## config.mk

```make
export PLATFORM = sky130hd
export DESIGN_NAME = pixel_tint_pack_fp16
export DESIGN_NICKNAME = d
export VERILOG_FILES = /design/src/pxt_pkg.sv /design/src/pxt_ctrl.sv /design/src/pxt_front.sv /design/src/pxt_back.sv /design/src/pixel_tint_pack_fp16.sv
export SDC_FILE = /design/constraint.sdc
export NUM_CORES = 2
export LEC_CHECK = 0
export ABC_AREA = 1
export BUFFER_PORTS_ARGS = -buffer_cell sky130_fd_sc_hd__buf_2
export CELL_PAD_IN_SITES_DETAIL_PLACEMENT = 1
export CELL_PAD_IN_SITES_GLOBAL_PLACEMENT = 2
export CORE_ASPECT_RATIO = 1.75
export CORE_MARGIN = 3
export CORE_UTILIZATION = 44
export CTS_CLUSTER_DIAMETER = 120
export DETAILED_ROUTE_END_ITERATION = 10
export HOLD_SLACK_MARGIN = 0.08
export PLACE_DENSITY_LB_ADDON = 0.2
export REMOVE_ABC_BUFFERS = 1
export SYNTH_ARGS = -nofsm -noshare
export SYNTH_HDL_FRONTEND = slang
export SYNTH_SLANG_ARGS = --single-unit
```

## constraint.sdc

```tcl
create_clock -name clk -period 15.1 [get_ports clk]
set_clock_uncertainty 0.2 [all_clocks]
set_input_delay 3.02 -clock clk [delete_from_list [all_inputs] [get_ports clk]]
set_output_delay 3.02 -clock clk [all_outputs]
set_load 0.01 [all_outputs]
```

## src/pxt_pkg.sv

```systemverilog
// ============================================================================
// pxt_pkg
// Shared types and constants for the pixel tint and pack pipeline.
// ============================================================================
package pxt_pkg;

  // Register index of the output format select.
  localparam logic REG_HALF_OUTPUT = 1'b0;

  // Format codes.
  localparam logic FMT_BYTE = 1'b0;
  localparam logic FMT_HALF = 1'b1;

  // Alpha lane values for each format.
  localparam logic [15:0] ALPHA_BYTE = 16'h00FF;
  localparam logic [15:0] ALPHA_HALF = 16'h3C00;

  // Shaded value as X/3060: highlighted X = 8c+1020, dimmed X = 9c.
  localparam logic [11:0] HI_OFFSET = 12'd1020;
  localparam logic [21:0] NORM_MIN  = 22'd3060;
  localparam int unsigned NORM_SHIFT_MAX = 9;

  // Significand = floor((256*Y + 382) / 765), where Y = X << p.
  localparam logic [20:0] RND_BIAS  = 21'd382;
  localparam logic [20:0] RECIP_765 = 21'd1403585;  // ceil(2^30 / 765)
  localparam int unsigned RECIP_SHIFT = 30;
  localparam logic [9:0]  DIV_765   = 10'd765;

  // Byte path: floor(n / 3) for n <= 765.
  localparam logic [9:0] RECIP_3 = 10'd683;         // 2^11 / 3, rounded up

  localparam logic [4:0] EXP_BIAS = 5'd15;

  // Load enables of the four pipeline stages.
  typedef struct packed {
    logic s1;
    logic s2;
    logic s3;
    logic s4;
  } pxt_adv_t;

endpackage

```

## src/pxt_ctrl.sv

```systemverilog
// ============================================================================
// pxt_ctrl
// Valid bits and per-stage load enables of the four-stage pipeline.
// ============================================================================
module pxt_ctrl (
  input  logic            clk,
  input  logic            rst_n,
  input  logic            in_valid,
  output logic            in_ready,
  output logic            out_valid,
  input  logic            out_ready,
  output pxt_pkg::pxt_adv_t adv
);

  logic [4:1] vld_r;
  logic [4:1] vld_nxt;

  // A stage loads when it is empty or its content moves on.
  always_comb begin
    adv.s4 = !vld_r[4] || out_ready;
    adv.s3 = !vld_r[3] || adv.s4;
    adv.s2 = !vld_r[2] || adv.s3;
    adv.s1 = !vld_r[1] || adv.s2;
  end

  always_comb begin
    vld_nxt[1] = adv.s1 ? in_valid  : vld_r[1];
    vld_nxt[2] = adv.s2 ? vld_r[1] : vld_r[2];
    vld_nxt[3] = adv.s3 ? vld_r[2] : vld_r[3];
    vld_nxt[4] = adv.s4 ? vld_r[3] : vld_r[4];
  end

  always_ff @(posedge clk) begin
    if (!rst_n) begin
      vld_r <= '0;
    end else begin
      vld_r <= vld_nxt;
    end
  end

  assign in_ready  = adv.s1;
  assign out_valid = vld_r[4];

endmodule

```

## src/pxt_front.sv

```systemverilog
// ============================================================================
// pxt_front
// Shading and normalisation of one channel (pipeline stages one and two).
// ============================================================================
module pxt_front (
  input  logic              clk,
  input  pxt_pkg::pxt_adv_t adv,
  input  logic [7:0]        chan,
  input  logic              highlight,
  output logic [12:0]       norm_r,
  output logic [3:0]        shift_r,
  output logic              nz_r,
  output logic [7:0]        byte_r
);

  logic [11:0] x_nxt;
  logic [7:0]  byte_nxt;
  logic [19:0] third_prod;
  logic [9:0]  shade_n;
  logic [11:0] x_r;
  logic [7:0]  byte_s1_r;
  logic [12:0] norm_nxt;
  logic [3:0]  shift_nxt;
  logic [21:0] x_wide;

  // Stage one: scaled numerator and the 8-bit quotient.
  always_comb begin
    if (highlight) begin
      shade_n  = {1'b0, chan, 1'b0} + 10'd255;
      x_nxt    = {1'b0, chan, 3'b000} + pxt_pkg::HI_OFFSET;
    end else begin
      shade_n  = {2'b00, chan} + {1'b0, chan, 1'b0};
      x_nxt    = {4'h0, chan} + {1'b0, chan, 3'b000};
    end
    third_prod = shade_n * pxt_pkg::RECIP_3;
    byte_nxt   = highlight ? third_prod[18:11] : shade_n[9:2];
  end

  always_ff @(posedge clk) begin
    if (adv.s1) begin
      x_r       <= x_nxt;
      byte_s1_r <= byte_nxt;
    end
  end

  // Stage two: smallest left shift that brings X up to the divisor.
  always_comb begin
    x_wide    = {10'h000, x_r};
    norm_nxt  = '0;
    shift_nxt = '0;
    for (int i = pxt_pkg::NORM_SHIFT_MAX; i >= 0; i--) begin
      if ((x_wide << i) >= pxt_pkg::NORM_MIN) begin
        norm_nxt  = 13'((x_wide << i));
        shift_nxt = 4'(i);
      end
    end
  end

  always_ff @(posedge clk) begin
    if (adv.s2) begin
      norm_r  <= norm_nxt;
      shift_r <= shift_nxt;
      nz_r    <= (x_r != 12'h000);
      byte_r  <= byte_s1_r;
    end
  end

endmodule

```

## src/pxt_back.sv

```systemverilog
// ============================================================================
// pxt_back
// Rounded significand and binary16 packing of one channel (stages three, four).
// ============================================================================
module pxt_back (
  input  logic              clk,
  input  pxt_pkg::pxt_adv_t adv,
  input  logic [12:0]       norm,
  input  logic [3:0]        shift,
  input  logic              nz,
  input  logic [7:0]        byte_in,
  output logic [15:0]       half_r,
  output logic [7:0]        byte_r
);

  logic [20:0] dvd;
  logic [41:0] prod;
  logic [11:0] quo_r;
  logic [20:0] dvd_r;
  logic [3:0]  shift_s3_r;
  logic        nz_s3_r;
  logic [7:0]  byte_s3_r;
  logic [21:0] back_prod;
  logic [11:0] sig;
  logic [4:0]  bexp;
  logic [15:0] half_nxt;

  // Stage three: quotient estimate by reciprocal multiplication.
  always_comb begin
    dvd  = {norm, 8'h00} + pxt_pkg::RND_BIAS;
    prod = dvd * pxt_pkg::RECIP_765;
  end

  always_ff @(posedge clk) begin
    if (adv.s3) begin
      quo_r      <= prod[pxt_pkg::RECIP_SHIFT +: 12];
      dvd_r      <= dvd;
      shift_s3_r <= shift;
      nz_s3_r    <= nz;
      byte_s3_r  <= byte_in;
    end
  end

  // Stage four: the estimate is exact or one too high; then pack.
  always_comb begin
    back_prod = quo_r * pxt_pkg::DIV_765;
    sig       = (back_prod > {1'b0, dvd_r}) ? quo_r - 12'd1 : quo_r;
    // A carry into bit 11 halves the significand to zero fraction.
    bexp      = pxt_pkg::EXP_BIAS - {1'b0, shift_s3_r} + {4'h0, sig[11]};
    half_nxt  = nz_s3_r ? {1'b0, bexp, sig[9:0]} : 16'h0000;
  end

  always_ff @(posedge clk) begin
    if (adv.s4) begin
      half_r <= half_nxt;
      byte_r <= byte_s3_r;
    end
  end

endmodule

```

## src/pixel_tint_pack_fp16.sv

```systemverilog
// ============================================================================
// pixel_tint_pack_fp16
// Shades a BGR pixel (brighten or dim) and packs it as BGRA bytes or as
// RGBA binary16 values.
// ============================================================================
//
//  Channel  Ports       Payload
//  -------  ----------  ---------------------------------------------------
//  input    in_t*       tdata: blue, green, red; tuser: highlight
//  output   out_t*      tdata: lane0, lane1, lane2, lane3 (16 bits each)
//  config   cfg_p*      register 0 at address 0: half_output
//
//  One pixel is accepted per clock while in_tready is high; each result
//  is registered through the four-stage datapath (shade, normalise,
//  reciprocal multiply, correct and pack).
//  Reset is synchronous and clears the valid bits and the format register.
//  A stall on the output holds each stage; a stage with no valid item still
//  takes new data, so bubbles are squeezed out while the output waits.
//
module pixel_tint_pack_fp16 (
  input  logic        clk,
  input  logic        rst_n,
  // Input stream.
  input  logic        in_tvalid,
  output logic        in_tready,
  input  logic [23:0] in_tdata,    // blue[7:0], green[15:8], red[23:16]
  input  logic        in_tuser,    // highlight
  // Result stream.
  output logic        out_tvalid,
  input  logic        out_tready,
  output logic [63:0] out_tdata,   // lane0, lane1, lane2, lane3 (16 bits each)
  // Configuration port.
  input  logic        cfg_psel,
  input  logic        cfg_penable,
  input  logic        cfg_pwrite,
  input  logic [2:0]  cfg_paddr,
  input  logic [31:0] cfg_pwdata,
  output logic [31:0] cfg_prdata,
  output logic        cfg_pready
);

  pxt_pkg::pxt_adv_t adv;
  logic              half_output_r;
  logic              half_output_nxt;
  logic              cfg_wr;
  logic [12:0]       norm [3];
  logic [3:0]        shift [3];
  logic              nz [3];
  logic [7:0]        byte_mid [3];
  logic [15:0]       half_val [3];
  logic [7:0]        byte_val [3];
  logic [7:0]        chan [3];

  // Configuration register write and read.
  assign cfg_pready = 1'b1;
  assign cfg_wr     = cfg_psel && cfg_penable && cfg_pwrite && cfg_pready;

  always_comb begin
    half_output_nxt = half_output_r;
    if (cfg_wr && (cfg_paddr[2] == pxt_pkg::REG_HALF_OUTPUT)) begin
      half_output_nxt = cfg_pwdata[0];
    end
  end

  always_ff @(posedge clk) begin
    if (!rst_n) begin
      half_output_r <= pxt_pkg::FMT_BYTE;
    end else begin
      half_output_r <= half_output_nxt;
    end
  end

  assign cfg_prdata = (cfg_paddr[2] == pxt_pkg::REG_HALF_OUTPUT) ?
                      {31'h0, half_output_r} : 32'h0;

  // Pipeline control.
  pxt_ctrl u_ctrl (
    .clk       (clk),
    .rst_n     (rst_n),
    .in_valid  (in_tvalid),
    .in_ready  (in_tready),
    .out_valid (out_tvalid),
    .out_ready (out_tready),
    .adv       (adv)
  );

  // One datapath per colour channel: blue, green, red.
  assign chan[0] = in_tdata[7:0];
  assign chan[1] = in_tdata[15:8];
  assign chan[2] = in_tdata[23:16];

  for (genvar i = 0; i < 3; i++) begin : g_chan
    pxt_front u_front (
      .clk       (clk),
      .adv       (adv),
      .chan      (chan[i]),
      .highlight (in_tuser),
      .norm_r    (norm[i]),
      .shift_r   (shift[i]),
      .nz_r      (nz[i]),
      .byte_r    (byte_mid[i])
    );

    pxt_back u_back (
      .clk     (clk),
      .adv     (adv),
      .norm    (norm[i]),
      .shift   (shift[i]),
      .nz      (nz[i]),
      .byte_in (byte_mid[i]),
      .half_r  (half_val[i]),
      .byte_r  (byte_val[i])
    );
  end

  // Lane order: B,G,R,A in byte mode and R,G,B,A in half mode.
  always_comb begin
    if (half_output_r == pxt_pkg::FMT_HALF) begin
      out_tdata = {pxt_pkg::ALPHA_HALF, half_val[0], half_val[1], half_val[2]};
    end else begin
      out_tdata = {pxt_pkg::ALPHA_BYTE, 8'h00, byte_val[2], 8'h00, byte_val[1],
                   8'h00, byte_val[0]};
    end
  end

endmodule
```

==> flow_metrics.env <==
export IMPL_io_pins=166
export IMPL_gr_max_usage_layer="met2"
export IMPL_place_ws_ns=5.40
export IMPL_grt_overflow_total=0
export IMPL_synth_warnings=0
export IMPL_die_h_um=446
export IMPL_num_nets_final=7104
export IMPL_yosysUniqueCellTypes=59
export IMPL_postCtsHoldBufs=0
export IMPL_layout_commonest_cell="inv_1"
export IMPL_core_um2=109000
export IMPL_post_drt_wl_per_cell_um=20.0
export IMPL_finalSetupTns_ns=0
export IMPL_slowest_stage="fa_1"
export IMPL_cts_max_level=2
export IMPL_async_reset_ff_share_pct=0
export IMPL_cts_setup_buffers=0
export IMPL_rows=160
export IMPL_clock_tree_buffer_depth=3
export IMPL_first_pass_iters=5
export IMPL_drt_total_wl_um=141000
export IMPL_dpl_hpwl_um=122000
export IMPL_worst_setup_path_start_kind="input port"
export IMPL_worstSkewPairLatency_ns=0.61
export IMPL_utilization_pct=47.4
export IMPL_portBuffers=93
export IMPL_cts_clk_slew_worst_paths_ns=0.06
export IMPL_grt_max_degree=68
export IMPL_clkSinkCount=326
export IMPL_max_stage_delay_ns=0.58
export IMPL_rsz0062_at_grt="no"
export IMPL_syn_area_per_cell_um2=8.88
export IMPL_synth_area_um2=48700
export IMPL_synth_ff_type="edfxtp_1"
export IMPL_antenna_found_initial=1
export IMPL_timing_worst_setup_path_type="input port to flip-flop"
export IMPL_end_kind="flip-flop"
export IMPL_grtUsageMet1_pct=25.1
export IMPL_drtIter0Drc=1263
export IMPL_dieArea_um2=115000
export IMPL_yosys_register_bits=326
export IMPL_vias_per_cell=5.29
export IMPL_grt_pass1_wl_um=224000
export IMPL_fin_ws_ns=6.08
export IMPL_vias=37257
export IMPL_final_cell_mix="inv_1, ha_1, nand2_1"
export IMPL_synth_edf_count=321
export IMPL_post_route_period_util_pct=59.7
export IMPL_tightest_slew_ns=1.14
export IMPL_status="complete, no violations"
export IMPL_slew_headroom_pct=23.4
export IMPL_gr_usage_met2_pct=51.4
export IMPL_crit_fanout=7
export IMPL_drc=0
export IMPL_drive_gt1_share_pct=3.88
export IMPL_fmax_ghz=0.111
export IMPL_hold_path_class="flip-flop to flip-flop"
export IMPL_antenna_left=0
export IMPL_die_w_um=257
export IMPL_cts_root_buf="clkbuf_16"
export IMPL_grtUsageTotal_pct=24.9
export IMPL_maxCapViolations=0
export IMPL_routabilityCongestion=0.881
export IMPL_syn_to_final_growth_pct=6.52
export IMPL_initial_core_util_pct=44.5
export IMPL_worstPathRequired_ns=15.24
export IMPL_period_minus_slack_ns=9.02
export IMPL_maxSlewViolCount=0
export IMPL_hold_viol_final=0
export IMPL_cts_buffers=38
export IMPL_cts_resized=0
export IMPL_worst_ep_arrival_time_ns=9.16
export IMPL_setup_viol=0
export IMPL_ys_seq_area_share_pct=20.0
export IMPL_synthCells=5478
export IMPL_cts_tree="done"
export IMPL_grt_pass1_vias=42000
export IMPL_grtUsageMet3_pct=1.60
export IMPL_cpMostUsedCell="nand2_1"
synthesized netlist by cell type (5+ instances only):
library cell,instances,area (um2)
ha_1,1009,12600
a31oi_1,27,169
a21oi_1,359,1800
o21ai_1,25,125
a21boi_0,7,52.6
dfxtp_1,5,100
a211oi_1,8,60.1
o2111ai_1,7,61.3
buf_2,14,70.1
nor4_1,18,113
nand3_1,165,826
o21bai_1,14,105
inv_2,7,26.3
clkbuf_1,27,101
or2_2,7,43.8
a221oi_1,6,52.6
inv_1,1204,4520
nand3_2,5,50.1
buf_4,53,398
o21a_1,14,105
edfxtp_1,321,9640
xor2_1,131,1150
o31ai_1,8,60.1
nor2_2,8,50.1
nand4_1,38,238
nand2_2,9,56.3
nor2_1,221,830
nor3_1,46,230
o21ai_0,269,1350
xnor2_1,42,368
fa_1,467,9350
nand3b_1,5,37.5
a21o_1,23,173
o211ai_1,25,188
nand2_1,820,3080
clkinv_1,7,26.3
and3_1,5,31.3
o221ai_1,9,78.8
area by class of cell:
| class | count | area [um2] |
|---|---|---|
| antenna | 1 | 2.50 |
| sequential | 326 | 9740 |
| multi-input combinational | 3873 | 33900 |
| tap | 1458 | 1820 |
| inverter | 1218 | 4580 |
| clock inverter | 26 | 235 |
| timing repair buffer | 104 | 561 |
| clock buffer | 43 | 991 |
| fill | 13073 | 57500 |
path summary, 6_finish.rpt:
path                                  start                             end  slack (ns)  cells after the start
min reg2reg  g_chan[0].u_front.byte_s1_r[7]     g_chan[0].u_front.byte_r[7]        0.21                      0
min          g_chan[0].u_front.byte_s1_r[7]     g_chan[0].u_front.byte_r[7]        0.21                      0
max reg2reg       g_chan[2].u_back.quo_r[4]     g_chan[2].u_back.half_r[11]        6.44                     33
max                             in_tdata[2]  g_chan[0].u_front.byte_s1_r[4]        6.08                     31
stage by stage:
stage                     cells  area, um2  hold slack [ns]
after CTS                  7048      51800            0.217
after floorplan            5417      48200            0.200
after global placement     6979      50600            0.201
final                      7049      51800            0.213
after global routing       7049      51800            0.224
after detailed placement   6979      50600            0.205
sequential cells by signal, summed over array words and instances (netlist names):
| register | cells |
|---|---|
| g_chan.u_back.half_r | 45 |
| g_chan.u_back.dvd_r | 39 |
| g_chan.u_front.norm_r | 39 |
| g_chan.u_back.quo_r | 36 |
| g_chan.u_front.x_r | 36 |
| g_chan.u_back.byte_r | 24 |
| g_chan.u_back.byte_s3_r | 24 |
| g_chan.u_front.byte_r | 24 |
| g_chan.u_front.byte_s1_r | 24 |
| g_chan.u_back.shift_s3_r | 12 |
| g_chan.u_front.shift_r | 12 |
| u_ctrl.vld_r | 4 |
| g_chan.u_back.nz_s3_r | 3 |
| g_chan.u_front.nz_r | 3 |
| half_output_r | 1 |
critical path: cells and delay by family:
| kind | cells | cell delay, ns |
|---|---|---|
| adders and majority gates | 7 | 2.95 |
| buffers and inverters | 2 | 0.29 |
| AOI/OAI and AO/OA | 6 | 1.23 |
| and+or+nand+nor | 16 | 1.67 |
layer usage:
layer  part of all wire (%)  vias to the layer above
li1                       -                    17939
met5                      0                        -
met2                     57                      507
met3                    1.9                      258
met4                    4.9                        0
met1                     36                    18553
logic make-up after synthesis:
family | after synthesis | synth area share [%]
xor gates and xnor gates | 174 | 3.15
buffers and inverters | 1316 | 10.6
other | 2 | 0.0154
AOI/OAI and AO/OA | 822 | 9.33
adders and majority gates | 1476 | 45.2
and+or+nand+nor | 1362 | 11.7
DFF | 326 | 20.0
Power is left out: the tool's default activity adds up to more than one toggle a clock period on the data nets, which glitch-free logic cannot reach.
